**src/rtl/core/hsc_pkg.sv**
```systemverilog
// Shared types and codes for the Hamming single-error-correcting codec.
package hsc_pkg;

    // Codeword, syndrome and status widths
    localparam int WORD_W = 63;
    localparam int POS_W  = 6;
    localparam int STAT_W = 2;

    // Command codes
    localparam logic CMD_ENC = 1'b0;
    localparam logic CMD_FIX = 1'b1;

    // Status codes
    localparam logic [STAT_W-1:0] ST_OK    = 2'd0;
    localparam logic [STAT_W-1:0] ST_FIXED = 2'd1;
    localparam logic [STAT_W-1:0] ST_BAD   = 2'd2;

    // Control that travels with each word down the pipe
    typedef struct packed {
        logic valid;
        logic cmd;
    } t_ctl;

endpackage

```
**src/rtl/core/hsc_scatter.sv**
```systemverilog
// Stage 1: mask the input word and, on encode, place data bits at non-power-of-two positions.
module hsc_scatter (
    input  logic                       i_clk,
    input  logic                       i_rst_n,
    input  hsc_pkg::t_ctl              i_ctl,
    input  logic [hsc_pkg::WORD_W-1:0] i_word,
    input  logic [hsc_pkg::POS_W-1:0]  i_k,
    input  logic [hsc_pkg::POS_W-1:0]  i_n,
    output hsc_pkg::t_ctl              o_ctl,
    output logic [hsc_pkg::WORD_W-1:0] o_cw
);
    import hsc_pkg::*;

    // data index for codeword position p: p-1 minus the powers of two up to p
    function automatic int data_index(input int p);
        int cnt;
        cnt = 0;
        for (int i = 0; i < POS_W; i++) begin
            if ((1 << i) <= p) cnt++;
        end
        return p - 1 - cnt;
    endfunction

    function automatic bit is_pow2(input int p);
        return (p & (p - 1)) == 0;
    endfunction

    t_ctl                r_ctl;
    logic [WORD_W-1:0]   r_cw;
    logic [WORD_W-1:0]   n_cw;
    logic [WORD_W-1:0]   kmask;
    logic [WORD_W-1:0]   nmask;
    logic [WORD_W-1:0]   data;
    logic [WORD_W-1:0]   spread;

    // thermometer masks for data and codeword lengths
    always_comb begin
        for (int i = 0; i < WORD_W; i++) begin
            kmask[i] = POS_W'(i) < i_k;
            nmask[i] = POS_W'(i) < i_n;
        end
    end

    // fixed wiring of data bits into the codeword, parity slots left zero
    always_comb begin
        data = i_word & kmask;
        for (int p = 1; p <= WORD_W; p++) begin
            if (is_pow2(p)) begin
                spread[p-1] = 1'b0;
            end else begin
                spread[p-1] = data[data_index(p)];
            end
        end
        n_cw = (i_ctl.cmd == CMD_ENC) ? spread : (i_word & nmask);
    end

    always_ff @(posedge i_clk) begin
        if (!i_rst_n) begin
            r_ctl <= '0;
        end else begin
            r_ctl <= i_ctl;
        end
    end

    always_ff @(posedge i_clk) begin
        r_cw <= n_cw;
    end

    assign o_ctl = r_ctl;
    assign o_cw  = r_cw;

endmodule

```
**src/rtl/core/hsc_syndrome.sv**
```systemverilog
// Stage 2: syndrome as the XOR of the indices of all set positions.
module hsc_syndrome (
    input  logic                       i_clk,
    input  logic                       i_rst_n,
    input  hsc_pkg::t_ctl              i_ctl,
    input  logic [hsc_pkg::WORD_W-1:0] i_cw,
    output hsc_pkg::t_ctl              o_ctl,
    output logic [hsc_pkg::WORD_W-1:0] o_cw,
    output logic [hsc_pkg::POS_W-1:0]  o_syn
);
    import hsc_pkg::*;

    t_ctl                r_ctl;
    logic [WORD_W-1:0]   r_cw;
    logic [POS_W-1:0]    r_syn;
    logic [POS_W-1:0]    n_syn;

    // six parity trees over the codeword
    always_comb begin
        n_syn = '0;
        for (int p = 1; p <= WORD_W; p++) begin
            if (i_cw[p-1]) n_syn = n_syn ^ POS_W'(p);
        end
    end

    always_ff @(posedge i_clk) begin
        if (!i_rst_n) begin
            r_ctl <= '0;
        end else begin
            r_ctl <= i_ctl;
        end
    end

    always_ff @(posedge i_clk) begin
        r_cw  <= i_cw;
        r_syn <= n_syn;
    end

    assign o_ctl = r_ctl;
    assign o_cw  = r_cw;
    assign o_syn = r_syn;

endmodule

```
**src/rtl/core/hsc_fix.sv**
```systemverilog
// Stage 3: insert parity on encode, or flip the named bit and classify on correct.
module hsc_fix (
    input  logic                       i_clk,
    input  logic                       i_rst_n,
    input  hsc_pkg::t_ctl              i_ctl,
    input  logic [hsc_pkg::WORD_W-1:0] i_cw,
    input  logic [hsc_pkg::POS_W-1:0]  i_syn,
    input  logic [hsc_pkg::POS_W-1:0]  i_n,
    output logic                       o_valid,
    output logic [hsc_pkg::WORD_W-1:0] o_word,
    output logic [hsc_pkg::POS_W-1:0]  o_epos,
    output logic [hsc_pkg::STAT_W-1:0] o_status
);
    import hsc_pkg::*;

    logic                r_valid;
    logic [WORD_W-1:0]   r_word;
    logic [POS_W-1:0]    r_epos;
    logic [STAT_W-1:0]   r_status;
    logic [WORD_W-1:0]   n_word;
    logic [POS_W-1:0]    n_epos;
    logic [STAT_W-1:0]   n_status;
    logic [WORD_W-1:0]   flip;
    logic [WORD_W-1:0]   par;

    always_comb begin
        // one-hot decode of the syndrome, position p at bit p-1
        for (int p = 1; p <= WORD_W; p++) begin
            flip[p-1] = (i_syn == POS_W'(p));
        end
        // parity bit i lands at position 2^i
        par = '0;
        for (int i = 0; i < POS_W; i++) begin
            par[(1 << i) - 1] = i_syn[i];
        end

        n_word   = i_cw;
        n_epos   = '0;
        n_status = ST_OK;
        if (i_ctl.cmd == CMD_ENC) begin
            n_word = i_cw | par;
        end else begin
            n_epos = i_syn;
            if (i_syn == '0) begin
                n_status = ST_OK;
            end else if (i_syn <= i_n) begin
                n_word   = i_cw ^ flip;
                n_status = ST_FIXED;
            end else begin
                n_status = ST_BAD;
            end
        end
    end

    always_ff @(posedge i_clk) begin
        if (!i_rst_n) begin
            r_valid <= 1'b0;
        end else begin
            r_valid <= i_ctl.valid;
        end
    end

    always_ff @(posedge i_clk) begin
        r_word   <= n_word;
        r_epos   <= n_epos;
        r_status <= n_status;
    end

    assign o_valid  = r_valid;
    assign o_word   = r_word;
    assign o_epos   = r_epos;
    assign o_status = r_status;

endmodule

```
**src/rtl/core/hamming_sec_codec_unit.sv**
```systemverilog
// Top level of the Hamming single-error-correcting codec: config register and 3-stage pipe.
// Pipeline: an accepted word passes the scatter, syndrome and fix stages, each registered,
//   and its result is on the outputs, with o_valid, for exactly one cycle.
// Throughput: one word per cycle; busy is always low and the receiver cannot stall.
// Reset: pipeline valid bits clear; data length returns to 8 bits.
// Config writes are taken every cycle (o_cfg_ready high); write only while the pipe is empty.
module hamming_sec_codec_unit #(
    parameter int CODE_BITS = 63
) (
    input  logic                       i_clk,
    input  logic                       i_rst_n,
    input  logic                       start,
    output logic                       busy,
    input  logic                       i_cmd,
    input  logic [hsc_pkg::WORD_W-1:0] i_word,
    output logic                       o_valid,
    output logic [hsc_pkg::WORD_W-1:0] o_result_word,
    output logic [hsc_pkg::POS_W-1:0]  o_error_position,
    output logic [hsc_pkg::STAT_W-1:0] o_status,
    input  logic                       i_cfg_valid,
    output logic                       o_cfg_ready,
    input  logic [hsc_pkg::POS_W-1:0]  i_cfg_data
);
    import hsc_pkg::*;

    // fewest parity bits r with 2^r >= k + r + 1
    function automatic int parity_count(input int k);
        int r;
        r = 1;
        for (int i = 0; i < POS_W; i++) begin
            if ((1 << r) < k + r + 1) r++;
        end
        return r;
    endfunction

    // largest data length whose codeword fits in CODE_BITS
    function automatic int max_data(input int code_bits);
        int best;
        best = 1;
        for (int k = 1; k <= 57; k++) begin
            if (k + parity_count(k) <= code_bits) best = k;
        end
        return best;
    endfunction

    localparam int K_MAX   = max_data(CODE_BITS);
    localparam int K_RESET = (8 > K_MAX) ? K_MAX : 8;
    localparam int N_RESET = K_RESET + parity_count(K_RESET);

    logic [POS_W-1:0] r_k;
    logic [POS_W-1:0] r_n;
    logic [POS_W-1:0] n_k;
    logic [POS_W-1:0] n_n;
    logic             cfg_wr;

    // clamp the written length and derive codeword length
    always_comb begin
        n_k = i_cfg_data;
        if (n_k == '0) n_k = POS_W'(1);
        if (n_k > POS_W'(57)) n_k = POS_W'(57);
        if (n_k > POS_W'(K_MAX)) n_k = POS_W'(K_MAX);
        n_n = n_k + POS_W'(parity_count(int'(n_k)));
    end

    assign o_cfg_ready = 1'b1;
    assign cfg_wr      = i_cfg_valid && o_cfg_ready;

    always_ff @(posedge i_clk) begin
        if (!i_rst_n) begin
            r_k <= POS_W'(K_RESET);
            r_n <= POS_W'(N_RESET);
        end else if (cfg_wr) begin
            r_k <= n_k;
            r_n <= n_n;
        end
    end

    // pipeline
    t_ctl              in_ctl;
    t_ctl              s1_ctl;
    t_ctl              s2_ctl;
    logic [WORD_W-1:0] s1_cw;
    logic [WORD_W-1:0] s2_cw;
    logic [POS_W-1:0]  s2_syn;

    assign busy         = 1'b0;
    assign in_ctl.valid = start && !busy;
    assign in_ctl.cmd   = i_cmd;

    hsc_scatter u_scatter (
        .i_clk   (i_clk),
        .i_rst_n (i_rst_n),
        .i_ctl   (in_ctl),
        .i_word  (i_word),
        .i_k     (r_k),
        .i_n     (r_n),
        .o_ctl   (s1_ctl),
        .o_cw    (s1_cw)
    );

    hsc_syndrome u_syndrome (
        .i_clk   (i_clk),
        .i_rst_n (i_rst_n),
        .i_ctl   (s1_ctl),
        .i_cw    (s1_cw),
        .o_ctl   (s2_ctl),
        .o_cw    (s2_cw),
        .o_syn   (s2_syn)
    );

    hsc_fix u_fix (
        .i_clk    (i_clk),
        .i_rst_n  (i_rst_n),
        .i_ctl    (s2_ctl),
        .i_cw     (s2_cw),
        .i_syn    (s2_syn),
        .i_n      (r_n),
        .o_valid  (o_valid),
        .o_word   (o_result_word),
        .o_epos   (o_error_position),
        .o_status (o_status)
    );

    // a result is only reported for a word that was taken at the input
    a_latency: assert property (@(posedge i_clk) disable iff (!i_rst_n)
        o_valid |-> $past(start, 3))
        else $error("result without matching start");

    // any error report comes from a correct command
    a_err_cmd: assert property (@(posedge i_clk) disable iff (!i_rst_n)
        (o_valid && o_status != ST_OK) |-> ($past(i_cmd, 3) == CMD_FIX))
        else $error("error status on encode");

    // a reported error always carries a nonzero syndrome
    a_err_pos: assert property (@(posedge i_clk) disable iff (!i_rst_n)
        (o_valid && (o_status == ST_FIXED || o_status == ST_BAD)) |->
        (o_error_position != '0))
        else $error("error status with zero syndrome");

    // a corrected position lies inside the codeword
    a_fix_range: assert property (@(posedge i_clk) disable iff (!i_rst_n)
        (o_valid && o_status == ST_FIXED) |-> (o_error_position <= r_n))
        else $error("corrected position beyond codeword");

endmodule

```
**config.mk**
```make
export PLATFORM = sky130hd
export DESIGN_NAME = hamming_sec_codec_unit
export DESIGN_NICKNAME = d
export VERILOG_FILES = /design/src/rtl/core/hsc_pkg.sv /design/src/rtl/core/hsc_scatter.sv /design/src/rtl/core/hsc_syndrome.sv /design/src/rtl/core/hsc_fix.sv /design/src/rtl/core/hamming_sec_codec_unit.sv
export SDC_FILE = /design/constraint.sdc
export NUM_CORES = 1
export LEC_CHECK = 0
export ABC_AREA = 1
export BUFFER_PORTS_ARGS = -buffer_cell sky130_fd_sc_hd__buf_4
export CELL_PAD_IN_SITES_DETAIL_PLACEMENT = 0
export CELL_PAD_IN_SITES_GLOBAL_PLACEMENT = 1
export CORE_UTILIZATION = 47
export CTS_CLUSTER_DIAMETER = 60
export CTS_CLUSTER_SIZE = 20
export DETAILED_ROUTE_END_ITERATION = 12
export PLACE_DENSITY_LB_ADDON = 0.1
export SYNTH_ARGS = -nofsm -noshare
export SYNTH_HDL_FRONTEND = slang
export SYNTH_SLANG_ARGS = --single-unit
```
**constraint.sdc**
```tcl
create_clock -name i_clk -period 22.4 [get_ports i_clk]
set_input_delay 3.36 -clock i_clk [delete_from_list [all_inputs] [get_ports i_clk]]
set_output_delay 3.36 -clock i_clk [all_outputs]
set_load 0.03 [all_outputs]
```
==> metrics.sh <==
FP.DIEAREA_UM2=25300
TIMING.CRITICAL_PATH.MAX_DELAY_FAMILY='adder cells'
GRT_PASS1_WL_UM=50900
CRIT_ARRIVAL_PS=17170
TRITONCTS='done'
IO_BUFFER_COUNT=145
GR-TOTAL-OVERFLOW=0
NUM_ANTENNA_CELLS=0
STATUS='finished clean'
ANTENNA_VIOLATIONS_BEFORE_REPAIR=0
TOTAL_POWER_mW=1.80
SYN-CELL-AREA_UM2=11600
SYNTH_FLOP_CELL='dfxtp_1'
VIA_COUNT_OF_THE_FIRST_GLOBAL_ROUTING_PASS=9053
PATH_CLASS='in2reg'
DIE_H_UM=159
REMAINING_DRC_ERRORS=0
STANDARD_CELL_WITH_THE_MAXIMUM_STAGE_DELAY_ON_THE_CRITICAL_PATH='fa_1'
CP_MAX_FO=14
FINAL.SETUP_SKEW_PS=21.2
MAXCAPVIOLCOUNT=0
DRTPASS1ITERATIONS=5
SYNTH.YOSYS.WARNINGS=0
CLK_PIN_SLEW_PS=80
DIEWIDTH_UM=159
GRT_TOTAL_USAGE_PCT=25.8
WORST_IR_DROP_VDD_uV=115
SYNTH-EDFF-COUNT=0
MAX_CLOCK_FREQ_GHz=0.0596
CP_COMMON_CELL='nand2_1'
AREA.GROWTH.SYNTH_TO_FINAL_PCT=16.0
ROUTED-VIA-COUNT=9278
SYNTH_TOP_CELL_BY_AREA='dfxtp_1'
CLOCK_H_TREE_LEVELS=1
CTS-RESIZED-GATES=0
WORST_SLEW_MARGIN_REL_PCT=34.9
CRITICAL_PATH_BUF_INV_COUNT=12
CRITPATHREQUIREDTIME_PS=22780
POSTSYNTHNETCOUNT=1538
WORST_HOLD_PATH_TYPE='reg2reg'
PWR_DENSITY_CELL_nW_PER_UM2=134
PERIOD_SHARE_PCT=75.0
TIMING.SETUP.TNS_PS=0
CTS.SINK_COUNT=220
CLK_LATENCY_PS=480
NUMCTSBUFFERS=16
SYNTH.YOSYS.SEQ_AREA_SHARE_PCT=38.0
POST-ROUTE-MIN-PERIOD_PS=16790
MOST_FREQUENT_CELLS_IN_THE_LAYOUT='dfxtp_1 (220), nand2_1 (183), inv_1 (171)'
CTS_HOLD_BUFFERS=0
GRT_SETUP_UNREPAIRED='false'
SYNTH_AREA_LEADERS='dfxtp_1 (38%), xnor2_1 (12%), ha_1 (7.8%)'
NETLIST-CELL-TYPE-COUNT=49
P_LEAK_nW=6.06
FINALSETUPVIOLCOUNT=0
SYNTH-SEQ-CELLS=220
CLOCK_PATH_BUFFERS=3
WORSTSETUPPATHDEPTH=82
ENDPOINT_KIND='register'
FINALMAXSLEWVIOLATIONS=0
CLOCK_TREE.ROOT_CELL='clkbuf_16'
WORST_HOLD_PATH.NUM_CELLS=0
SYNTHARSTFLOPSHARE_PCT=0
SYNTHCELLS=1386
IO_PINS=148
TRANSITION_TIME_OF_THE_TIGHTEST_SLEW_CHECK_PIN_PS=973
DRIVE_ABOVE_1_SHARE_PCT=13.3
GRT_START_MAX_NET_PINS=22
NUM_ROWS=57
DRT-WIRELENGTH-PER-CELL_UM=17.7
GLOBALPLACE.CONGESTION=0.974
AVG_VIAS_PER_CELL=5.03
DRT-TOTAL-WL_UM=32700
FINISH.NET_COUNT=1667
CORE_REGION_AREA_UM2=24200
WORST_R2R_PATH_DEPTH=12
START_UTIL_PCT=47.8
AVGSYNTHCELLAREA_UM2=8.36
ANTENNA_LEFT=0
SYNTH_LARGEST_TYPE_AREA_FRACTION_PCT=38.0
CP_SLOWEST_STAGE_DELAY_PS=660
SETUP.WORST_PATH.START_CLASS='primary input'
HOLD_VIOL=0
LEADING_CELL_TYPE_IN_THE_LAYOUT_FILL_AND_TAPS_EXCLUDED='dfxtp_1'
SETUP_FIX_BUFS_POST_CTS=0
DP_HPWL_UM=26500
INITIALDRTVIOLATIONCOUNT=531
[path summary, 6_finish.rpt]
path	startpoint	endpoint	slack [ps]
setup / recovery	i_cfg_data[3]	r_n[5]$_SDFFE_PN0P_	5610
hold / removal	u_scatter.o_cw[33]$_DFF_P_	u_syndrome.o_cw[33]$_DFF_P_	380
setup reg to reg	r_n[1]$_SDFFE_PN0P_	u_fix.o_word[60]$_DFF_P_	18620
hold reg to reg	u_scatter.o_cw[33]$_DFF_P_	u_syndrome.o_cw[33]$_DFF_P_	380
[flip-flops by register name (all words and copies together) (netlist names)]
| register | count |
|---|---|
| u_syndrome.o_syn | 6 |
| r_n | 6 |
| u_syndrome.o_cw | 63 |
| u_syndrome.o_ctl | 2 |
| u_fix.o_epos | 6 |
| u_fix.o_status | 2 |
| u_scatter.o_cw | 63 |
| u_scatter.o_ctl | 2 |
| r_k | 6 |
| u_fix.o_word | 63 |
| u_fix.o_valid | 1 |
[per-stage QoR]
step / instances / area (um2) / hold slack [ps] / setup slack (ps) / utilization [%]
after detailed placement: 1821 / 12900 / 392 / 5190 / 53.3
final: 1844 / 13400 / 383 / 5610 / 55.4
after floorplan: 1386 / 11600 / 329 / 6740 / -
after global routing: 1844 / 13400 / 397 / 4210 / 55.4
after CTS: 1844 / 13400 / 394 / 5640 / 55.4
after global placement: 1821 / 12900 / 391 / 5680 / 53.3
[synthesized netlist by cell type, types with 6 or more instances]
| cell | count |
|---|---|
| a21oi_1 | 43 |
| clkbuf_1 | 30 |
| dfxtp_1 | 220 |
| fa_1 | 6 |
| ha_1 | 72 |
| inv_1 | 171 |
| mux2i_1 | 6 |
| nand2_1 | 183 |
| nand2_2 | 8 |
| nand3_1 | 47 |
| nand4_1 | 12 |
| nor2_1 | 134 |
| nor3_1 | 15 |
| o211ai_1 | 39 |
| o21ai_0 | 73 |
| o22ai_1 | 6 |
| o31ai_1 | 14 |
| o32ai_1 | 6 |
| xnor2_1 | 160 |
| xor2_1 | 85 |
[layer usage]
layer	vias to the layer above	part of all wire, %	GRT usage [%]
met5	-	0	0
met4	0	2.4	6.38
met3	46	5.8	3.18
met2	323	41	38.9
met1	4217	51	38.9
li1	4692	-	-
[logic make-up after synthesis]
group / Yosys count / synth area share, %
multiplexers: 6 / 0.518
flip-flops: 220 / 38.0
other: 2 / 0.0648
buffers and inverters: 214 / 7.18
AND/OR/NAND/NOR: 417 / 15.9
AO/OA/AOI/OAI: 204 / 11.0
XOR/XNOR: 245 / 18.5
adder cells (fa/ha/maj): 78 / 8.81
[area by class of cell]
class	instances	area (um2)
clock buffer	18	429
clock inverter	5	75.1
sequential	220	4400
tap	324	405
timing repair buffer	147	1100
inverter	178	673
fill	2312	10800
multi-input combinational	952	6350
[report_power, final]
group	leakage [nW]	switching (mW)	internal, mW
sequential	1.81	0.0702	0.459
clock	0.243	0.135	0.152
combinational	4.01	0.601	0.384
(Power assumes the default switching activity.)
